## src/design/slipfr_pkg.sv

```systemverilog
`timescale 1ns / 1ps
`default_nettype none

package slipfr_pkg;

  // frame buffer limit and derived widths
  localparam int RX_BUF_DEPTH = 512;
  localparam int CNT_W        = $clog2(RX_BUF_DEPTH + 1);
  localparam int IDX_W        = 9;

  // decoupling queue between decoder and frame checker
  localparam int QUEUE_DEPTH  = 2;
  localparam int QPTR_W       = (QUEUE_DEPTH > 1) ? $clog2(QUEUE_DEPTH) : 1;
  localparam int QCNT_W       = $clog2(QUEUE_DEPTH + 1);

  // slip codes
  localparam logic [7:0] END_CODE     = 8'hC0;
  localparam logic [7:0] ESC_CODE     = 8'hDB;
  localparam logic [7:0] ESC_END_CODE = 8'hDC;
  localparam logic [7:0] ESC_ESC_CODE = 8'hDD;

  // frame header
  localparam logic [7:0] FRAME_MAGIC   = 8'hF1;
  localparam logic [7:0] FRAME_VERSION = 8'h01;
  localparam int         HEADER_BYTES  = 6;
  localparam int         MIN_FRAME     = 24;
  localparam int         POS_MAGIC     = 0;
  localparam int         POS_VERSION   = 1;
  localparam int         POS_SEQ       = 3;
  localparam int         POS_CMD       = 4;
  localparam int         POS_LEN       = 5;

  localparam logic [15:0] CRC_START = 16'hFFFF;
  localparam logic [15:0] CRC_POLY  = 16'h1021;

  typedef enum logic [1:0] {
    KIND_DATA     = 2'd0,
    KIND_VERDICT  = 2'd1,
    KIND_OVERFLOW = 2'd2
  } kind_e;

  typedef enum logic [2:0] {
    ST_OK      = 3'd0,
    ST_SHORT   = 3'd1,
    ST_BAD_HDR = 3'd2,
    ST_LEN     = 3'd3,
    ST_CRC     = 3'd4
  } status_e;

  // one decoded symbol: frame end or a data byte
  typedef struct packed {
    logic       is_end;
    logic [7:0] data;
  } op_t;

  // crc16-ccitt, msb first, one byte
  function automatic logic [15:0] crc16_byte(logic [15:0] crc, logic [7:0] v);
    logic [15:0] c;
    c = crc ^ {v, 8'h00};
    for (int i = 0; i < 8; i++) begin
      c = c[15] ? ({c[14:0], 1'b0} ^ CRC_POLY) : {c[14:0], 1'b0};
    end
    return c;
  endfunction

endpackage

`default_nettype wire

```

## src/design/slipfr_if.sv

```systemverilog
`timescale 1ns / 1ps
`default_nettype none

interface slipfr_in_if;
  logic       valid;
  logic       ready;
  logic [7:0] rx_byte;

  modport source (output valid, output rx_byte, input ready);
  modport sink   (input valid, input rx_byte, output ready);
endinterface

interface slipfr_out_if;
  logic       valid;
  logic       ready;
  logic [1:0] kind;
  logic [7:0] data_byte;
  logic [8:0] byte_index;
  logic [2:0] status;
  logic [7:0] frame_payload_len;
  logic [7:0] frame_seq;
  logic [7:0] frame_cmd;
  logic       frame_done;

  modport source (
    output valid, output kind, output data_byte, output byte_index, output status,
    output frame_payload_len, output frame_seq, output frame_cmd, output frame_done,
    input ready
  );
  modport sink (
    input valid, input kind, input data_byte, input byte_index, input status,
    input frame_payload_len, input frame_seq, input frame_cmd, input frame_done,
    output ready
  );
endinterface

`default_nettype wire

```

## src/design/slipfr_front.sv

```systemverilog
`timescale 1ns / 1ps
`default_nettype none

module slipfr_front (
  input  wire logic         clk_i,
  input  wire logic         rst_ni,
  slipfr_in_if.sink         rx_i,
  output slipfr_pkg::op_t   op_o,
  output logic              op_valid_o,
  input  wire logic         op_ready_i
);
  import slipfr_pkg::*;

  logic       esc_q, esc_d;
  logic       accept;
  logic [7:0] b;

  assign rx_i.ready = op_ready_i;
  assign accept     = rx_i.valid && op_ready_i;
  assign b          = rx_i.rx_byte;

  always_comb begin
    op_o.is_end = 1'b0;
    op_o.data   = b;
    op_valid_o  = 1'b0;
    esc_d       = esc_q;
    priority if (b == END_CODE) begin
      op_o.is_end = 1'b1;
      op_valid_o  = rx_i.valid;
      if (accept) begin
        esc_d = 1'b0;
      end
    end else if (b == ESC_CODE) begin
      // escape byte only arms the decoder
      if (accept) begin
        esc_d = 1'b1;
      end
    end else begin
      op_valid_o = rx_i.valid;
      if (esc_q) begin
        priority if (b == ESC_END_CODE) begin
          op_o.data = END_CODE;
        end else if (b == ESC_ESC_CODE) begin
          op_o.data = ESC_CODE;
        end else begin
          op_o.data = b;
        end
      end
      if (accept) begin
        esc_d = 1'b0;
      end
    end
  end

  always_ff @(posedge clk_i or negedge rst_ni) begin
    if (!rst_ni) begin
      esc_q <= 1'b0;
    end else begin
      esc_q <= esc_d;
    end
  end

endmodule

`default_nettype wire

```

## src/design/slipfr_queue.sv

```systemverilog
`timescale 1ns / 1ps
`default_nettype none

module slipfr_queue (
  input  wire logic              clk_i,
  input  wire logic              rst_ni,
  input  wire slipfr_pkg::op_t   wr_op_i,
  input  wire logic              wr_valid_i,
  output logic                   wr_ready_o,
  output slipfr_pkg::op_t        rd_op_o,
  output logic                   rd_valid_o,
  input  wire logic              rd_ready_i
);
  import slipfr_pkg::*;

  op_t               mem_q [QUEUE_DEPTH];
  logic [QPTR_W-1:0] wr_ptr_q, wr_ptr_d;
  logic [QPTR_W-1:0] rd_ptr_q, rd_ptr_d;
  logic [QCNT_W-1:0] cnt_q, cnt_d;
  logic              push, pop;

  assign wr_ready_o = (cnt_q != QCNT_W'(QUEUE_DEPTH));
  assign rd_valid_o = (cnt_q != '0);
  assign rd_op_o    = mem_q[rd_ptr_q];
  assign push       = wr_valid_i && wr_ready_o;
  assign pop        = rd_valid_o && rd_ready_i;

  always_comb begin
    wr_ptr_d = wr_ptr_q;
    rd_ptr_d = rd_ptr_q;
    cnt_d    = cnt_q;
    if (push) begin
      wr_ptr_d = (wr_ptr_q == QPTR_W'(QUEUE_DEPTH - 1)) ? '0 : wr_ptr_q + 1'b1;
    end
    if (pop) begin
      rd_ptr_d = (rd_ptr_q == QPTR_W'(QUEUE_DEPTH - 1)) ? '0 : rd_ptr_q + 1'b1;
    end
    if (push && !pop) begin
      cnt_d = cnt_q + 1'b1;
    end else if (pop && !push) begin
      cnt_d = cnt_q - 1'b1;
    end
  end

  always_ff @(posedge clk_i or negedge rst_ni) begin
    if (!rst_ni) begin
      wr_ptr_q <= '0;
      rd_ptr_q <= '0;
      cnt_q    <= '0;
    end else begin
      wr_ptr_q <= wr_ptr_d;
      rd_ptr_q <= rd_ptr_d;
      cnt_q    <= cnt_d;
    end
  end

  always_ff @(posedge clk_i) begin
    if (push) begin
      mem_q[wr_ptr_q] <= wr_op_i;
    end
  end

endmodule

`default_nettype wire

```

## src/design/slipfr_back.sv

```systemverilog
`timescale 1ns / 1ps
`default_nettype none

module slipfr_back (
  input  wire logic             clk_i,
  input  wire logic             rst_ni,
  input  wire slipfr_pkg::op_t  op_i,
  input  wire logic             op_valid_i,
  output logic                  op_ready_o,
  slipfr_out_if.source          res_o
);
  import slipfr_pkg::*;

  // frame state
  logic [CNT_W-1:0] count_q, count_d;
  logic [15:0]      crc_q, crc_d;
  logic [15:0]      rcrc_q, rcrc_d;
  logic [7:0]       magic_q, magic_d;
  logic [7:0]       ver_q, ver_d;
  logic [7:0]       seq_q, seq_d;
  logic [7:0]       cmd_q, cmd_d;
  logic [7:0]       len_q, len_d;

  // result register
  logic             out_valid_q, out_valid_d;
  logic             load;
  logic [1:0]       kind_q, kind_d;
  logic [7:0]       data_q, data_d;
  logic [IDX_W-1:0] idx_q, idx_d;
  logic [2:0]       status_q, status_d;
  logic [7:0]       rlen_q, rlen_d;
  logic [7:0]       rseq_q, rseq_d;
  logic [7:0]       rcmd_q, rcmd_d;
  logic             done_q, done_d;

  logic             take;
  logic [15:0]      count_w;
  logic [15:0]      crc_pos;
  status_e          verdict;

  assign op_ready_o = !out_valid_q || res_o.ready;
  assign take       = op_valid_i && op_ready_o;
  assign count_w    = 16'(count_q);
  assign crc_pos    = 16'(HEADER_BYTES) + 16'(len_q);

  always_comb begin
    priority if (count_q < CNT_W'(MIN_FRAME)) begin
      verdict = ST_SHORT;
    end else if (magic_q != FRAME_MAGIC || ver_q != FRAME_VERSION) begin
      verdict = ST_BAD_HDR;
    end else if (count_w != 16'(MIN_FRAME) + 16'(len_q)) begin
      verdict = ST_LEN;
    end else if (crc_q != rcrc_q) begin
      verdict = ST_CRC;
    end else begin
      verdict = ST_OK;
    end
  end

  always_comb begin
    count_d     = count_q;
    crc_d       = crc_q;
    rcrc_d      = rcrc_q;
    magic_d     = magic_q;
    ver_d       = ver_q;
    seq_d       = seq_q;
    cmd_d       = cmd_q;
    len_d       = len_q;
    out_valid_d = out_valid_q && !res_o.ready;
    load        = 1'b0;
    kind_d      = KIND_DATA;
    data_d      = '0;
    idx_d       = '0;
    status_d    = ST_OK;
    rlen_d      = '0;
    rseq_d      = '0;
    rcmd_d      = '0;
    done_d      = 1'b0;

    if (take) begin
      priority if (op_i.is_end || count_q == CNT_W'(RX_BUF_DEPTH)) begin
        // frame end or overflow: emit unless the frame is empty, then clear
        if (op_i.is_end) begin
          if (count_q != '0) begin
            load     = 1'b1;
            kind_d   = KIND_VERDICT;
            status_d = verdict;
            rlen_d   = len_q;
            rseq_d   = seq_q;
            rcmd_d   = cmd_q;
            done_d   = 1'b1;
          end
        end else begin
          load   = 1'b1;
          kind_d = KIND_OVERFLOW;
          done_d = 1'b1;
        end
        count_d = '0;
        crc_d   = CRC_START;
        rcrc_d  = '0;
        magic_d = '0;
        ver_d   = '0;
        seq_d   = '0;
        cmd_d   = '0;
        len_d   = '0;
      end else begin
        count_d = count_q + 1'b1;
        if (count_q == CNT_W'(POS_MAGIC))   magic_d = op_i.data;
        if (count_q == CNT_W'(POS_VERSION)) ver_d   = op_i.data;
        if (count_q == CNT_W'(POS_SEQ))     seq_d   = op_i.data;
        if (count_q == CNT_W'(POS_CMD))     cmd_d   = op_i.data;
        if (count_q == CNT_W'(POS_LEN))     len_d   = op_i.data;
        // header bytes are always inside crc_pos, so the old length is enough
        priority if (count_w < crc_pos) begin
          crc_d = crc16_byte(crc_q, op_i.data);
        end else if (count_w == crc_pos) begin
          rcrc_d = {rcrc_q[15:8], op_i.data};
        end else if (count_w == crc_pos + 16'd1) begin
          rcrc_d = {op_i.data, rcrc_q[7:0]};
        end else begin
          rcrc_d = rcrc_q;
        end
        load   = 1'b1;
        kind_d = KIND_DATA;
        data_d = op_i.data;
        idx_d  = IDX_W'(count_q);
      end
      if (load) begin
        out_valid_d = 1'b1;
      end
    end
  end

  always_ff @(posedge clk_i or negedge rst_ni) begin
    if (!rst_ni) begin
      count_q     <= '0;
      crc_q       <= CRC_START;
      rcrc_q      <= '0;
      magic_q     <= '0;
      ver_q       <= '0;
      seq_q       <= '0;
      cmd_q       <= '0;
      len_q       <= '0;
      out_valid_q <= 1'b0;
    end else begin
      count_q     <= count_d;
      crc_q       <= crc_d;
      rcrc_q      <= rcrc_d;
      magic_q     <= magic_d;
      ver_q       <= ver_d;
      seq_q       <= seq_d;
      cmd_q       <= cmd_d;
      len_q       <= len_d;
      out_valid_q <= out_valid_d;
    end
  end

  always_ff @(posedge clk_i) begin
    if (load) begin
      kind_q   <= kind_d;
      data_q   <= data_d;
      idx_q    <= idx_d;
      status_q <= status_d;
      rlen_q   <= rlen_d;
      rseq_q   <= rseq_d;
      rcmd_q   <= rcmd_d;
      done_q   <= done_d;
    end
  end

  assign res_o.valid             = out_valid_q;
  assign res_o.kind              = kind_q;
  assign res_o.data_byte         = data_q;
  assign res_o.byte_index        = idx_q;
  assign res_o.status            = status_q;
  assign res_o.frame_payload_len = rlen_q;
  assign res_o.frame_seq         = rseq_q;
  assign res_o.frame_cmd         = rcmd_q;
  assign res_o.frame_done        = done_q;

endmodule

`default_nettype wire

```

## src/design/slip_frame_receiver_crc_check.sv

```systemverilog
`timescale 1ns / 1ps
`default_nettype none

// channel  dir  handshake          payload
// rx_i     in   valid / ready      rx_byte
// res_o    out  valid / ready      kind, data_byte, byte_index, status,
//                                  frame_payload_len, frame_seq, frame_cmd, frame_done
//
// one request per cycle if res_o accepts; queued, then held in the result register
// throughput is set by the byte-wide crc update in the frame checker, one byte a cycle
// rst_ni clears the escape flag, queue pointers, frame state and output valid at once
// a stalled output holds its register and backs up the two-entry queue; rx_i.ready
// drops only when that queue is full

module slip_frame_receiver_crc_check (
  input  wire logic  clk_i,
  input  wire logic  rst_ni,
  slipfr_in_if.sink  rx_i,
  slipfr_out_if.source res_o
);
  import slipfr_pkg::*;

  op_t  fr_op;
  logic fr_valid;
  logic fr_ready;
  op_t  bk_op;
  logic bk_valid;
  logic bk_ready;

  slipfr_front u_front (
    .clk_i      (clk_i),
    .rst_ni     (rst_ni),
    .rx_i       (rx_i),
    .op_o       (fr_op),
    .op_valid_o (fr_valid),
    .op_ready_i (fr_ready)
  );

  slipfr_queue u_queue (
    .clk_i      (clk_i),
    .rst_ni     (rst_ni),
    .wr_op_i    (fr_op),
    .wr_valid_i (fr_valid),
    .wr_ready_o (fr_ready),
    .rd_op_o    (bk_op),
    .rd_valid_o (bk_valid),
    .rd_ready_i (bk_ready)
  );

  slipfr_back u_back (
    .clk_i      (clk_i),
    .rst_ni     (rst_ni),
    .op_i       (bk_op),
    .op_valid_i (bk_valid),
    .op_ready_o (bk_ready),
    .res_o      (res_o)
  );

endmodule

`default_nettype wire

```

## src/flat_wrapper.sv

```systemverilog
// flat-port wrapper written by rule: the top's interface ports become plain ports
module slip_frame_receiver_crc_check_flat import slipfr_pkg::*;
  (clk_i, rst_ni, rx_i_valid, rx_i_rx_byte, rx_i_ready, res_o_valid, res_o_kind, res_o_data_byte, res_o_byte_index, res_o_status, res_o_frame_payload_len, res_o_frame_seq, res_o_frame_cmd, res_o_frame_done, res_o_ready);
  slipfr_in_if rx_i_i ();
  slipfr_out_if res_o_i ();
  input  wire logic clk_i;
  input  wire logic rst_ni;
  input wire logic [$bits(rx_i_i.valid)-1:0] rx_i_valid;
  input wire logic [$bits(rx_i_i.rx_byte)-1:0] rx_i_rx_byte;
  output wire logic [$bits(rx_i_i.ready)-1:0] rx_i_ready;
  output wire logic [$bits(res_o_i.valid)-1:0] res_o_valid;
  output wire logic [$bits(res_o_i.kind)-1:0] res_o_kind;
  output wire logic [$bits(res_o_i.data_byte)-1:0] res_o_data_byte;
  output wire logic [$bits(res_o_i.byte_index)-1:0] res_o_byte_index;
  output wire logic [$bits(res_o_i.status)-1:0] res_o_status;
  output wire logic [$bits(res_o_i.frame_payload_len)-1:0] res_o_frame_payload_len;
  output wire logic [$bits(res_o_i.frame_seq)-1:0] res_o_frame_seq;
  output wire logic [$bits(res_o_i.frame_cmd)-1:0] res_o_frame_cmd;
  output wire logic [$bits(res_o_i.frame_done)-1:0] res_o_frame_done;
  input wire logic [$bits(res_o_i.ready)-1:0] res_o_ready;
  assign rx_i_i.valid = rx_i_valid;
  assign rx_i_i.rx_byte = rx_i_rx_byte;
  assign rx_i_ready = rx_i_i.ready;
  assign res_o_valid = res_o_i.valid;
  assign res_o_kind = res_o_i.kind;
  assign res_o_data_byte = res_o_i.data_byte;
  assign res_o_byte_index = res_o_i.byte_index;
  assign res_o_status = res_o_i.status;
  assign res_o_frame_payload_len = res_o_i.frame_payload_len;
  assign res_o_frame_seq = res_o_i.frame_seq;
  assign res_o_frame_cmd = res_o_i.frame_cmd;
  assign res_o_frame_done = res_o_i.frame_done;
  assign res_o_i.ready = res_o_ready;
  slip_frame_receiver_crc_check u_core (.clk_i(clk_i), .rst_ni(rst_ni), .rx_i(rx_i_i), .res_o(res_o_i));
endmodule
```

## config.mk

```make
export PLATFORM = sky130hd
export DESIGN_NAME = slip_frame_receiver_crc_check_flat
export DESIGN_NICKNAME = d
export VERILOG_FILES = /design/src/design/slipfr_pkg.sv /design/src/design/slipfr_if.sv /design/src/design/slipfr_front.sv /design/src/design/slipfr_queue.sv /design/src/design/slipfr_back.sv /design/src/design/slip_frame_receiver_crc_check.sv /design/src/flat_wrapper.sv
export SDC_FILE = /design/constraint.sdc
export NUM_CORES = 1
export LEC_CHECK = 0
export ABC_AREA = 1
export BUFFER_PORTS_ARGS = -buffer_cell sky130_fd_sc_hd__buf_2
export CORE_ASPECT_RATIO = 0.6
export CORE_MARGIN = 10
export CORE_UTILIZATION = 40
export DETAILED_ROUTE_END_ITERATION = 16
export HOLD_SLACK_MARGIN = 0.12
export PLACE_DENSITY_LB_ADDON = 0.2
export SLEW_MARGIN = 20
export SYNTH_ARGS = -nofsm -noshare
export SYNTH_HDL_FRONTEND = slang
export SYNTH_SLANG_ARGS = --single-unit
```

## constraint.sdc

```tcl
create_clock -name clk_i -period 5.65 [get_ports clk_i]
set_clock_uncertainty 0.2 [all_clocks]
set_input_delay 1.4125 -clock clk_i [delete_from_list [all_inputs] [get_ports clk_i]]
set_output_delay 1.4125 -clock clk_i [all_outputs]
set_load 0.01 [all_outputs]
```

==> results.py <==
metrics = {
    "timing": {
        "tightest_slew_ns": 0.856,
        "setup_viol": 0,
        "setup_ws_ns": 1.91,
        "hold_viol": 0,
        "fin_crit_sh_pct": 66.1,
        "fin_crit_ns": 3.74,
        "rsz0062_at_grt": "no",
        "slew_headroom_pct": 42.8,
        "tns_ns": 0,
        "holdWs_ns": 0.291,
        "max_clock_freq_mhz": 268,
        "slew_violations": 0,
    },
    "global_routing": {
        "grt_max_degree": 53,
        "first_global_vias": 5245,
        "grt_antenna_before_repair": 1,
        "grt_pass1_wl_mm": 30.8,
        "grt_util_all_layers_pct": 16.0,
        "grt_overflow": 0,
    },
    "place": {
        "dpl.hpwl_mm": 14.2,
        "numPortBuffers": 60,
        "gp_congestion": 0.855,
        "dp_slack_ns": 1.62,
        "dpl_cell_area_um2": 8000,
        "dp.cells": 1078,
    },
    "detailed_routing": {
        "vias": 5619,
        "drt-initial-drc-count": 511,
        "wl_per_cell_um": 17.6,
        "drtPass1Iterations": 5,
        "route.detailed.drc": 0,
        "ant_nets": 0,
        "wl_mm": 19.5,
        "drt-vias-per-instance": 5.06,
    },
    "floorplan": {
        "num_io_pins": 61,
        "rows": 38,
        "die_h_um": 126,
        "die_w_um": 197,
        "dieArea_um2": 24800,
        "core_area_um2": 18300,
        "initial_utilization_pct": 41.1,
    },
    "pwr": {
        "p_switching_mw": 2.43,
        "power.density_nw_per_um2": 637,
        "combPwrFrac_pct": 42.7,
        "p_leak_nw": 3.83,
        "p_clk_share_pct": 20.8,
        "power_mw": 5.48,
        "p_int_mw": 3.05,
        "swShare_pct": 44.3,
        "seqPwrFrac_pct": 36.5,
        "max-vdd-ir-drop_v": 0.000304,
    },
    "synthesis": {
        "synth_fp_nets": 831,
        "yosysWarnings": 0,
        "async_reset_ff_share_pct": 57.5,
        "syn_avg_cell_area_um2": 9.36,
        "yosys_register_bits": 153,
        "ys_top_cells_by_area": "edfxtp_1, dfrtp_1, nand2_1, dfstp_2, nor2_1",
        "syn_inst": 802,
        "yosysTopAreaCellShare_pct": 26.0,
        "synth_largest_area_cell": "edfxtp_1",
        "ys_seq_area_share_pct": 55.6,
        "synth_edf_count": 65,
        "synth_ff_type": "dfrtp_1",
        "syn_area_um2": 7510,
        "ys_types": 45,
    },
    "critical_path": {
        "reg2reg_depth": 13,
        "cp.required_ns": 5.77,
        "cp.arrival_ns": 3.86,
        "critPathLaunchType": "register",
        "cp-end-kind": "register",
        "critPathMaxFanout": 16,
        "crit_type": "register to register",
    },
    "final_layout": {
        "syn_to_final_growth_pct": 14.6,
        "drive_gt1_share_pct": 17.0,
        "final_area_um2": 8600,
        "final.fill_count": 1802,
        "seq_area_um2": 4170,
        "multi_input_area_um2": 2890,
        "final_util_pct": 47.1,
        "fin_cells": 1110,
        "nets": 886,
        "diodes": 0,
    },
    "clock_tree": {
        "clk_pin_slew_ns": 0.07,
        "cts_root_buf": "clkbuf_16",
        "cts_tree": "yes",
        "cts_made_buffers": 17,
        "cts_resized": 0,
        "clock_latency_ns": 0.43,
        "cts_buffer_depth": 2,
        "hold_buffers": 0,
        "cts.htree.levels": 4,
        "postCtsSetupRepairBufs": 0,
        "clkSinkCount": 153,
    },
    "min_path": {
        "hold_path.class": "register to register",
        "hold-path-cell-count": 2,
    },
    "run": {
        "max_cap_violations": 0,
    },
    "outcome": {
        "status": "finished clean",
    },
}
[cell families after synthesis]
group / share of synthesized area, %
AO/OA/AOI/OAI: 8.62
XOR/XNOR: 6.15
adder cells (fa/ha/maj): 2.83
buffers and inverters: 6.15
flip-flops: 55.6
multiplexers: 0.183
AND/OR/NAND/NOR: 20.5
[final timing paths]
path,slack (ns),start,endpoint
max,1.91,u_core.u_back.len_q[1]$_DFFE_PN0P_,u_core.u_back.rcrc_q[1]$_DFFE_PN0P_
min,0.29,u_core.u_back.magic_q[1]$_DFFE_PN0P_,u_core.u_back.magic_q[1]$_DFFE_PN0P_
max reg2reg,1.91,u_core.u_back.len_q[1]$_DFFE_PN0P_,u_core.u_back.rcrc_q[1]$_DFFE_PN0P_
min reg2reg,0.29,u_core.u_back.magic_q[1]$_DFFE_PN0P_,u_core.u_back.magic_q[1]$_DFFE_PN0P_
max in group asynchronous,3.45,rst_ni,u_core.u_back.crc_q[12]$_DFFE_PN1P_
min in group asynchronous,0.79,rst_ni,u_core.u_back.seq_q[5]$_DFFE_PN0P_
[cells in the final DEF, fill, tap and decap left out, drive strengths merged]
cell type,Yosys,final
xor2,24,24
a31oi,5,5
nand4,14,14
clkinvlp,0,1
nor2,93,93
nand2,195,195
a21oi,28,28
nor3b,1,1
clkinv,0,5
nand3,33,33
a22oi,1,1
o21bai,1,1
o22ai,2,2
dfstp,16,16
or2,4,4
o21ai,55,55
mux2i,1,1
dfrtp,72,72
nor4,9,9
o31ai,8,8
buf,16,63
inv,85,94
ha,17,17
edfxtp,65,65
a41oi,6,6
nand3b,2,2
nor3,11,11
clkbuf,11,17
xnor2,27,27
[state kept, by name, indices dropped and copies added, names as in the netlist, 2 cells and up]
register	count
u_core.u_queue.cnt_q	2
u_core.u_back.res_o.kind	2
u_core.u_back.rcrc_q	16
u_core.u_back.res_o.frame_cmd	8
u_core.u_back.ver_q	8
u_core.u_queue.mem_q	18
u_core.u_back.len_q	8
u_core.u_back.res_o.data_byte	8
u_core.u_back.count_q	10
u_core.u_back.crc_q	16
u_core.u_back.res_o.byte_index	9
u_core.u_back.res_o.frame_payload_len	8
u_core.u_back.cmd_q	8
u_core.u_back.magic_q	8
u_core.u_back.res_o.status	3
u_core.u_back.seq_q	8
u_core.u_back.res_o.frame_seq	8
[per-layer routing]
metal  global-route usage [%]  part of all wire (%)
met5                        0                     0
met1                     25.0                    54
met3                     5.21                   7.0
met2                     20.2                    38
met4                     3.56                  0.99
[power by group through the flow]
stage	sequential, mW	combinational [mW]	clock, mW
final	2.00	2.34	1.14
after global routing	2.05	2.63	1.21
after CTS	2.00	2.34	1.16
after detailed placement	2.02	2.32	0
after global placement	2.02	2.30	0
after floorplan	2.03	1.56	0
[Yosys cell counts (4+ instances only)]
cell      count
ha_1         17
o21ai_1      21
nand2_1     190
nand3_1      33
o31ai_1       6
nor2_2        4
nand4_1      14
xor2_1       22
o21ai_0      32
nor3_1       10
nor2_1       89
inv_2        12
a21oi_1      26
xnor2_1      27
nor4_1        9
buf_2        12
clkbuf_1     10
a41oi_1       6
edfxtp_1     65
inv_1        72
dfrtp_1      72
dfstp_2      16
[critical path, cell delays in order, from the launching register on]
cell	delay (ns)
dfrtp_1	0.40
inv_1	0.13
ha_1	0.21
inv_1	0.11
nand3_1	0.13
xor2_1	0.34
inv_1	0.11
ha_1	0.30
nand2_1	0.05
nor2_1	0.21
nand4_1	0.58
nand2_4	0.38
o21ai_4	0.20
o31ai_1	0.25
[cell type report]
type                       instances  share of cell area, %
tap                              240                   3.49
inverter                          85                   3.74
timing repair buffer              63                   3.78
clock inverter                    15                   1.95
multi-input combinational        537                   33.6
sequential                       153                   48.5
clock buffer                      17                   4.95
(Power assumes the default switching activity.)
